--- config.mk ---
export PLATFORM = sky130hd
export DESIGN_NAME = url_percent_decoder
export DESIGN_NICKNAME = d
export VERILOG_FILES = /design/src/sv/upd_pkg.sv /design/src/sv/upd_front.sv /design/src/sv/upd_queue.sv /design/src/sv/upd_back.sv /design/src/sv/url_percent_decoder.sv
export SDC_FILE = /design/constraint.sdc
export NUM_CORES = 1
export LEC_CHECK = 0
export BUFFER_PORTS_ARGS = -buffer_cell sky130_fd_sc_hd__buf_2
export CAP_MARGIN = 0
export CORE_MARGIN = 2
export CORE_UTILIZATION = 40
export CTS_CLUSTER_SIZE = 10
export DETAILED_ROUTE_END_ITERATION = 6
export GPL_TIMING_DRIVEN = 0
export PLACE_DENSITY = 0.67
export SLEW_MARGIN = 20
export SYNTH_ARGS = -nofsm -noshare
export SYNTH_HDL_FRONTEND = slang
export SYNTH_SLANG_ARGS = --single-unit
--- constraint.sdc ---
create_clock -name clk -period 5.8 [get_ports clk]
set_input_delay 0.29 -clock clk [delete_from_list [all_inputs] [get_ports clk]]
set_output_delay 0.29 -clock clk [all_outputs]
set_load 0.05 [all_outputs]
--- src/sv/upd_pkg.sv ---
// upd_pkg: shared types, character constants and hex helpers for the
// url percent decoder; no dependencies
`default_nettype none

package upd_pkg;

  localparam logic [7:0] CH_PERCENT = 8'h25;
  localparam logic [7:0] CH_PLUS    = 8'h2B;
  localparam logic [7:0] CH_SPACE   = 8'h20;

  // offsets that map a hex digit character to its value
  localparam logic [7:0] OFS_DIGIT  = 8'h30;  // '0'
  localparam logic [7:0] OFS_LOWER  = 8'h57;  // 'a' - 10
  localparam logic [7:0] OFS_UPPER  = 8'h37;  // 'A' - 10

  // emit request from the classifier to the emitter: cnt bytes, 1 to 3
  typedef struct packed {
    logic [1:0] cnt;
    logic [7:0] b0;
    logic [7:0] b1;
    logic [7:0] b2;
    logic       last;
  } cmd_t;

  function automatic logic is_hex(input logic [7:0] c);
    return (c >= 8'h30 && c <= 8'h39) || (c >= 8'h61 && c <= 8'h66) ||
           (c >= 8'h41 && c <= 8'h46);
  endfunction

  function automatic logic [3:0] hex_val(input logic [7:0] c);
    logic [7:0] d;
    if (c >= 8'h30 && c <= 8'h39) d = c - OFS_DIGIT;
    else if (c >= 8'h61 && c <= 8'h66) d = c - OFS_LOWER;
    else d = c - OFS_UPPER;
    return d[3:0];
  endfunction

  function automatic logic [7:0] plain_map(input logic [7:0] c);
    return (c == CH_PLUS) ? CH_SPACE : c;
  endfunction

endpackage

`default_nettype wire

--- src/sv/upd_front.sv ---
// upd_front: escape tracking and classification of each input byte into an
// emit request of one to three bytes, or into none; depends on upd_pkg
`default_nettype none

module upd_front (
  input  wire logic         clk,
  input  wire logic         rst_n,
  input  wire logic         acc,
  input  wire logic [7:0]   in_byte,
  input  wire logic         in_last,
  output upd_pkg::cmd_t     cmd,
  output logic              cmd_push
);
  import upd_pkg::*;

  localparam logic [1:0] PH_PLAIN = 2'd0;
  localparam logic [1:0] PH_PCT   = 2'd1;
  localparam logic [1:0] PH_HELD  = 2'd2;

  logic [1:0] phase_r, phase_nxt;
  logic [7:0] held_r, held_nxt;
  logic       emit;

  // classify the byte against the escape phase
  always_comb begin
    phase_nxt = PH_PLAIN;
    held_nxt  = held_r;
    emit      = 1'b1;
    cmd       = '{cnt: 2'd1, b0: plain_map(in_byte), b1: 8'h00, b2: 8'h00,
                  last: in_last};
    unique case (phase_r)
      PH_PCT: begin
        held_nxt = in_byte;
        if (in_last) begin
          cmd = '{cnt: 2'd2, b0: CH_PERCENT, b1: plain_map(in_byte), b2: 8'h00,
                  last: 1'b1};
        end else begin
          phase_nxt = PH_HELD;
          emit      = 1'b0;
        end
      end
      PH_HELD: begin
        if (is_hex(held_r) && is_hex(in_byte)) begin
          cmd.b0 = {hex_val(held_r), hex_val(in_byte)};
        end else begin
          cmd = '{cnt: 2'd3, b0: CH_PERCENT, b1: held_r, b2: in_byte,
                  last: in_last};
        end
      end
      default: begin
        // plain text, unused phase code behaves the same
        if (in_byte == CH_PERCENT && !in_last) begin
          phase_nxt = PH_PCT;
          emit      = 1'b0;
        end
      end
    endcase
  end

  assign cmd_push = acc && emit;

  // escape state
  always_ff @(posedge clk) begin
    if (!rst_n) begin
      phase_r <= PH_PLAIN;
      held_r  <= 8'h00;
    end else if (acc) begin
      phase_r <= phase_nxt;
      held_r  <= held_nxt;
    end
  end

endmodule

`default_nettype wire

--- src/sv/upd_queue.sv ---
// upd_queue: two-entry request queue between classifier and emitter;
// depends on upd_pkg
`default_nettype none

module upd_queue (
  input  wire logic         clk,
  input  wire logic         rst_n,
  input  wire logic         push,
  input  wire upd_pkg::cmd_t wdata,
  output logic              full,
  input  wire logic         pop,
  output logic              empty,
  output upd_pkg::cmd_t     rdata
);
  import upd_pkg::*;

  localparam int DEPTH = 2;
  localparam int AW    = $clog2(DEPTH);

  cmd_t          mem_r [DEPTH];
  logic [AW-1:0] wptr_r, rptr_r;
  logic [AW:0]   cnt_r;

  assign full  = (cnt_r == (AW+1)'(DEPTH));
  assign empty = (cnt_r == '0);
  assign rdata = mem_r[rptr_r];

  // storage
  always_ff @(posedge clk) begin
    if (push) mem_r[wptr_r] <= wdata;
  end

  // pointers and fill count
  always_ff @(posedge clk) begin
    if (!rst_n) begin
      wptr_r <= '0;
      rptr_r <= '0;
      cnt_r  <= '0;
    end else begin
      if (push) wptr_r <= wptr_r + 1'b1;
      if (pop)  rptr_r <= rptr_r + 1'b1;
      if (push && !pop)      cnt_r <= cnt_r + 1'b1;
      else if (pop && !push) cnt_r <= cnt_r - 1'b1;
    end
  end

endmodule

`default_nettype wire

--- src/sv/upd_back.sv ---
// upd_back: emitter that walks one queued request out a byte per cycle
// while out_ready is high; depends on upd_pkg
`default_nettype none

module upd_back (
  input  wire logic         clk,
  input  wire logic         rst_n,
  input  wire logic         q_empty,
  input  wire upd_pkg::cmd_t q_data,
  output logic              q_pop,
  output logic              out_valid,
  input  wire logic         out_ready,
  output logic [7:0]        out_byte,
  output logic              out_last
);
  import upd_pkg::*;

  cmd_t       cur_r;
  logic       busy_r;
  logic [1:0] idx_r;
  logic       final_byte;

  assign final_byte = (idx_r == cur_r.cnt - 2'd1);
  assign out_valid  = busy_r;
  assign out_last   = cur_r.last && final_byte;

  // byte select
  always_comb begin
    case (idx_r)
      2'd0:    out_byte = cur_r.b0;
      2'd1:    out_byte = cur_r.b1;
      default: out_byte = cur_r.b2;
    endcase
  end

  // load the next request when idle or on the final byte of this one
  assign q_pop = !q_empty && (!busy_r || (out_ready && final_byte));

  always_ff @(posedge clk) begin
    if (q_pop) cur_r <= q_data;
  end

  always_ff @(posedge clk) begin
    if (!rst_n) begin
      busy_r <= 1'b0;
      idx_r  <= 2'd0;
    end else if (q_pop) begin
      busy_r <= 1'b1;
      idx_r  <= 2'd0;
    end else if (busy_r && out_ready) begin
      if (final_byte) busy_r <= 1'b0;
      idx_r <= idx_r + 2'd1;
    end
  end

endmodule

`default_nettype wire

--- src/sv/url_percent_decoder.sv ---
// url_percent_decoder: top level, classifier, request queue and emitter;
// depends on upd_pkg, upd_front, upd_queue, upd_back
//
// Decodes URL text one byte per request: '+' becomes a space and '%' with two
// hex digits becomes one byte; a bad escape comes out as '%' and both bytes,
// and a string that ends inside an escape flushes the '%' and any held byte.
// Bytes that map to one result flow at one per cycle while out_ready is high;
// a byte that completes a bad escape yields three results, sent one at a time,
// so input stalls once the two-entry request queue fills. An accepted request
// passes the request queue and the emitter register before its first result.
`default_nettype none

module url_percent_decoder (
  input  wire logic       clk,
  input  wire logic       rst_n,
  input  wire logic       in_valid,
  output logic            in_ready,
  input  wire logic [7:0] in_byte,
  input  wire logic       in_last,
  output logic            out_valid,
  input  wire logic       out_ready,
  output logic [7:0]      out_byte,
  output logic            out_last
);
  import upd_pkg::*;

  cmd_t cmd, q_data;
  logic cmd_push, q_full, q_empty, q_pop, acc;

  assign in_ready = !q_full;
  assign acc      = in_valid && in_ready;

  // classifier
  upd_front u_front (
    .clk      (clk),
    .rst_n    (rst_n),
    .acc      (acc),
    .in_byte  (in_byte),
    .in_last  (in_last),
    .cmd      (cmd),
    .cmd_push (cmd_push)
  );

  // request queue
  upd_queue u_queue (
    .clk   (clk),
    .rst_n (rst_n),
    .push  (cmd_push),
    .wdata (cmd),
    .full  (q_full),
    .pop   (q_pop),
    .empty (q_empty),
    .rdata (q_data)
  );

  // emitter
  upd_back u_back (
    .clk       (clk),
    .rst_n     (rst_n),
    .q_empty   (q_empty),
    .q_data    (q_data),
    .q_pop     (q_pop),
    .out_valid (out_valid),
    .out_ready (out_ready),
    .out_byte  (out_byte),
    .out_last  (out_last)
  );

endmodule

`default_nettype wire

==> impl_metrics.json <==
{
  "setup_tns_ps": 0,
  "x_dimension_of_the_die_um": 111,
  "synth_area_per_cell_um2": 13.4,
  "number_of_cells_produced_by_synthesis": 338,
  "synthArstFlopShare": 0,
  "rsz0062_at_grt": "false",
  "drt_first_iter_violations": 213,
  "route.detailed.vias_per_inst": 5.19,
  "drt_pre_antenna_iters": 5,
  "yosys_warnings": 0,
  "vias_after_detailed_routing": 2675,
  "core_mm2": 0.0109,
  "worst-endpoint-required_ps": 5510,
  "worst_path_max_delay_cell": "sky130_fd_sc_hd__nor2_1",
  "grt.total_usage": 0.140,
  "reg2regPathDepth": 7,
  "report.final.hold_viol_count": 0,
  "synth-seq-cells": 98,
  "ctsResizeCount": 0,
  "regToRegEndpoint": "u_queue.mem_r[1][9]",
  "clk_root_buffer_cell": "sky130_fd_sc_hd__clkbuf_16",
  "grt_pass1_wl_um": 13400,
  "switching_portion_of_total_power": 0.319,
  "worstMarginPinSlew_ps": 709,
  "pwr-share-comb": 0.269,
  "post-route-period-util": 0.436,
  "p_leak_nw": 1.82,
  "power_consumption_mw": 2.11,
  "synthesis.area_mm2": 0.00454,
  "worst_skew_pair.late_latency_ps": 340,
  "timing.fmax_mhz": 395,
  "globalRoute.totalOverflow": 0,
  "end_kind": "primary output",
  "cts_num_sinks": 98,
  "crit_end": "out_byte[3]",
  "place.detailed.instances": 499,
  "first_global_vias": 2633,
  "clock_pin_transition_on_the_worst_setup_and_hold_timing_paths_ps": 60,
  "crit_path_max_fanout": 9,
  "reg2reg_from": "u_front.held_r[0]",
  "synth_flop_cell": "sky130_fd_sc_hd__edfxtp_1",
  "r2r_slack_ps": 3360,
  "postSynthNetCount": 364,
  "synth_edf_count": 81,
  "htree_levels": 3,
  "power.share.clock": 0.258,
  "tritoncts.num_buffers": 9,
  "cp.arrival_ps": 2240,
  "critical_path.cell_chain": "inv_1, ha_1, clkbuf_1, nor2_1, nand2_1, nand2_1, buf_2",
  "initial_core_util": 0.415,
  "maxSlewHeadroom": 0.528,
  "internal_power_mw": 1.44,
  "cts_hold_repair.buffers": 0,
  "cts_tree": "done",
  "place.detailed.hpwl_um": 5930,
  "outcome": "finished clean",
  "place.gp.congestion": 0.790,
  "finClkSkew_ps": 5.66,
  "ctsLongestPathBuffers": 2,
  "timing.final.max_slew_violations": 0,
  "synth-seq-area-share": 0.611,
  "avgRoutedWirePerCell_um": 16.2,
  "hp-class": "input port to flop",
  "portBuffers": 19,
  "ir_drop_mv": 0.166,
  "drc": 0,
  "finalWirelength_um": 8370,
  "floorplan.rows": 38,
  "postRouteAntennaNets": 0,
  "drive_gt1_frac": 0.221,
  "worst_path_largest_cell_delay_ps": 540,
  "finish.net_count": 396,
  "fin_crit_ps": 2530,
  "post-cts-setup-buffers": 0,
  "critical_path.startpoint": "u_back.idx_r[0]",
  "power.sequential.fraction": 0.474,
  "layout.filler_cells": 982,
  "areaGrowthSynthToFinish_pct": 13.3,
  "antenna_cells": 0,
  "cap_violations": 0,
  "floorplan.die.height_um": 111,
  "multiInputGateArea_mm2": 0.00168,
  "post_layout_nonfiller_instances": 515,
  "total_switching_power_mw": 0.672,
  "cpMostUsedCell": "sky130_fd_sc_hd__nand2_1",
  "fp.dieArea_mm2": 0.0122,
  "pin_count_of_the_biggest_net_entering_global_routing": 30,
  "min-delay-start": "in_valid",
  "setup_viol": 0,
  "area.sequential_mm2": 0.00277,
  "synthDistinctLibCells": 53,
  "powerDensity_mw_per_mm2": 410,
  "type_of_element_launching_the_critical_path": "flop",
  "criticalPathCategory": "flop to primary output",
  "grt_antenna_before_repair": 0,
  "pin_count": 24
}
==> area by class of cell <==
| class | count | share of cell area |
|---|---|---|
| flip-flops and latches | 98 | 0.539 |
| multi-input cells | 216 | 0.326 |
| clock buffers | 9 | 0.0438 |
| well taps | 140 | 0.0341 |
| repair buffers | 21 | 0.0263 |
| plain buffers | 14 | 0.0131 |
| clock inverters | 7 | 0.0102 |
| inverters | 10 | 0.00730 |
==> power by group through the flow <==
stage	Clock [mW]	Sequential (mW)	Combinational, mW
final	0.543	0.999	0.566
after detailed placement	0	1.02	0.572
after floorplan	0	1.02	0.410
after CTS	0.556	1.00	0.576
after global routing	0.584	1.01	0.611
after global placement	0	1.02	0.535
==> critical path: cells and delay by family, from the launching register on <==
| kind | cells | cell delay [ps] |
|---|---|---|
| simple gates | 3 | 760 |
| flops | 1 | 380 |
| buf+inv | 3 | 570 |
| fa+ha+maj | 1 | 200 |
==> per-stage QoR <==
step	util	setup WS (ps)	hold WS, ps	area (um^2)
2_1_floorplan	-	2580	418	4540
3_3_place_gp	0.440	1790	469	4810
3_5_place_dp	0.445	3080	486	4860
4_1_cts	0.470	3190	239	5140
5_1_grt	0.470	3050	266	5140
6_report	0.470	3270	250	5140
==> state kept, by name, indices dropped and copies added, names as in the netlist <==
register / flops
u_back.cur_r: 27
u_back.idx_r: 2
u_back.out_valid: 1
u_front.held_r: 8
u_front.phase_r: 2
u_queue.cnt_r: 2
u_queue.mem_r: 54
u_queue.rptr_r: 1
u_queue.wptr_r: 1
==> cell families (layout without fill, tap and decap cells) <==
logic type                 Yosys count  after routing  synth area share
and+or+nand+nor                    103            103             0.120
muxes                               37             37            0.0891
buffers and inverters               24             61            0.0232
DFF                                 98             98             0.611
adders and majority gates           13             13            0.0358
xor gates and xnor gates             8              8            0.0154
AOI/OAI and AO/OA                   55             55             0.105
==> Yosys cell counts, types with 3 or more instances <==
cell type	instances	area, um^2
sky130_fd_sc_hd__mux2i_1	10	100
sky130_fd_sc_hd__a21oi_1	4	20.0
sky130_fd_sc_hd__nand2b_1	8	50.1
sky130_fd_sc_hd__edfxtp_1	81	2430
sky130_fd_sc_hd__nor2_1	15	56.3
sky130_fd_sc_hd__inv_1	10	37.5
sky130_fd_sc_hd__nand2_1	30	113
sky130_fd_sc_hd__mux2_2	27	304
sky130_fd_sc_hd__nand4_1	4	25.0
sky130_fd_sc_hd__and2_1	7	43.8
sky130_fd_sc_hd__a22o_1	7	61.3
sky130_fd_sc_hd__ha_1	13	163
sky130_fd_sc_hd__o21ai_0	7	35.0
sky130_fd_sc_hd__nor3b_1	3	22.5
sky130_fd_sc_hd__xnor2_1	7	61.3
sky130_fd_sc_hd__a21boi_0	4	30.0
sky130_fd_sc_hd__nand3_1	4	20.0
sky130_fd_sc_hd__a31oi_1	4	25.0
sky130_fd_sc_hd__nor2b_1	13	81.3
sky130_fd_sc_hd__nor3_1	4	20.0
sky130_fd_sc_hd__clkbuf_1	11	41.3
sky130_fd_sc_hd__a22oi_1	8	60.1
sky130_fd_sc_hd__dfxtp_1	17	340
==> metal layers <==
metal	vias up	wire (um)	track usage
met5	-	0	0
met4	0	131	0.0675
li1	1327	-	-
met1	1273	3790	0.177
met2	64	4120	0.229
met3	11	325	0.0285
==> layout by cell type (no fill, tap or decap), types with 3 or more instances in the layout <==
| cell | netlist | layout |
|---|---|---|
| sky130_fd_sc_hd__inv_1 | 10 | 10 |
| sky130_fd_sc_hd__dfxtp_1 | 17 | 17 |
| sky130_fd_sc_hd__xnor2_1 | 7 | 7 |
| sky130_fd_sc_hd__nand4_1 | 4 | 4 |
| sky130_fd_sc_hd__a22oi_1 | 8 | 8 |
| sky130_fd_sc_hd__and2_1 | 7 | 6 |
| sky130_fd_sc_hd__ha_1 | 13 | 13 |
| sky130_fd_sc_hd__buf_2 | 0 | 19 |
| sky130_fd_sc_hd__nor3b_1 | 3 | 3 |
| sky130_fd_sc_hd__a22o_1 | 7 | 7 |
| sky130_fd_sc_hd__o21ai_0 | 7 | 7 |
| sky130_fd_sc_hd__edfxtp_1 | 81 | 81 |
| sky130_fd_sc_hd__mux2i_1 | 10 | 10 |
| sky130_fd_sc_hd__mux2_2 | 27 | 27 |
| sky130_fd_sc_hd__nand2b_1 | 8 | 8 |
| sky130_fd_sc_hd__and2_2 | 2 | 3 |
| sky130_fd_sc_hd__nor3_1 | 4 | 4 |
| sky130_fd_sc_hd__nor2b_1 | 13 | 12 |
| sky130_fd_sc_hd__nand2_1 | 30 | 30 |
| sky130_fd_sc_hd__nand3_1 | 4 | 4 |
| sky130_fd_sc_hd__clkinvlp_4 | 0 | 3 |
| sky130_fd_sc_hd__clkbuf_1 | 11 | 11 |
| sky130_fd_sc_hd__nor2_1 | 15 | 14 |
| sky130_fd_sc_hd__a21oi_1 | 4 | 4 |
| sky130_fd_sc_hd__a31oi_1 | 4 | 4 |
| sky130_fd_sc_hd__a21boi_0 | 4 | 4 |
| sky130_fd_sc_hd__clkbuf_16 | 0 | 9 |
==> how the worst min path moves through the flow <==
stage | endpoint | slack (ps) | cells after the start
global route | u_front.phase_r[0] | 270 | 3
global placement | u_front.phase_r[1] | 470 | 2
CTS | u_front.phase_r[0] | 240 | 3
finish | u_front.phase_r[0] | 250 | 3
floorplan | u_front.held_r[4] | 420 | 1
detailed placement | u_front.phase_r[1] | 490 | 2
Power figures use the tool's default switching activity.
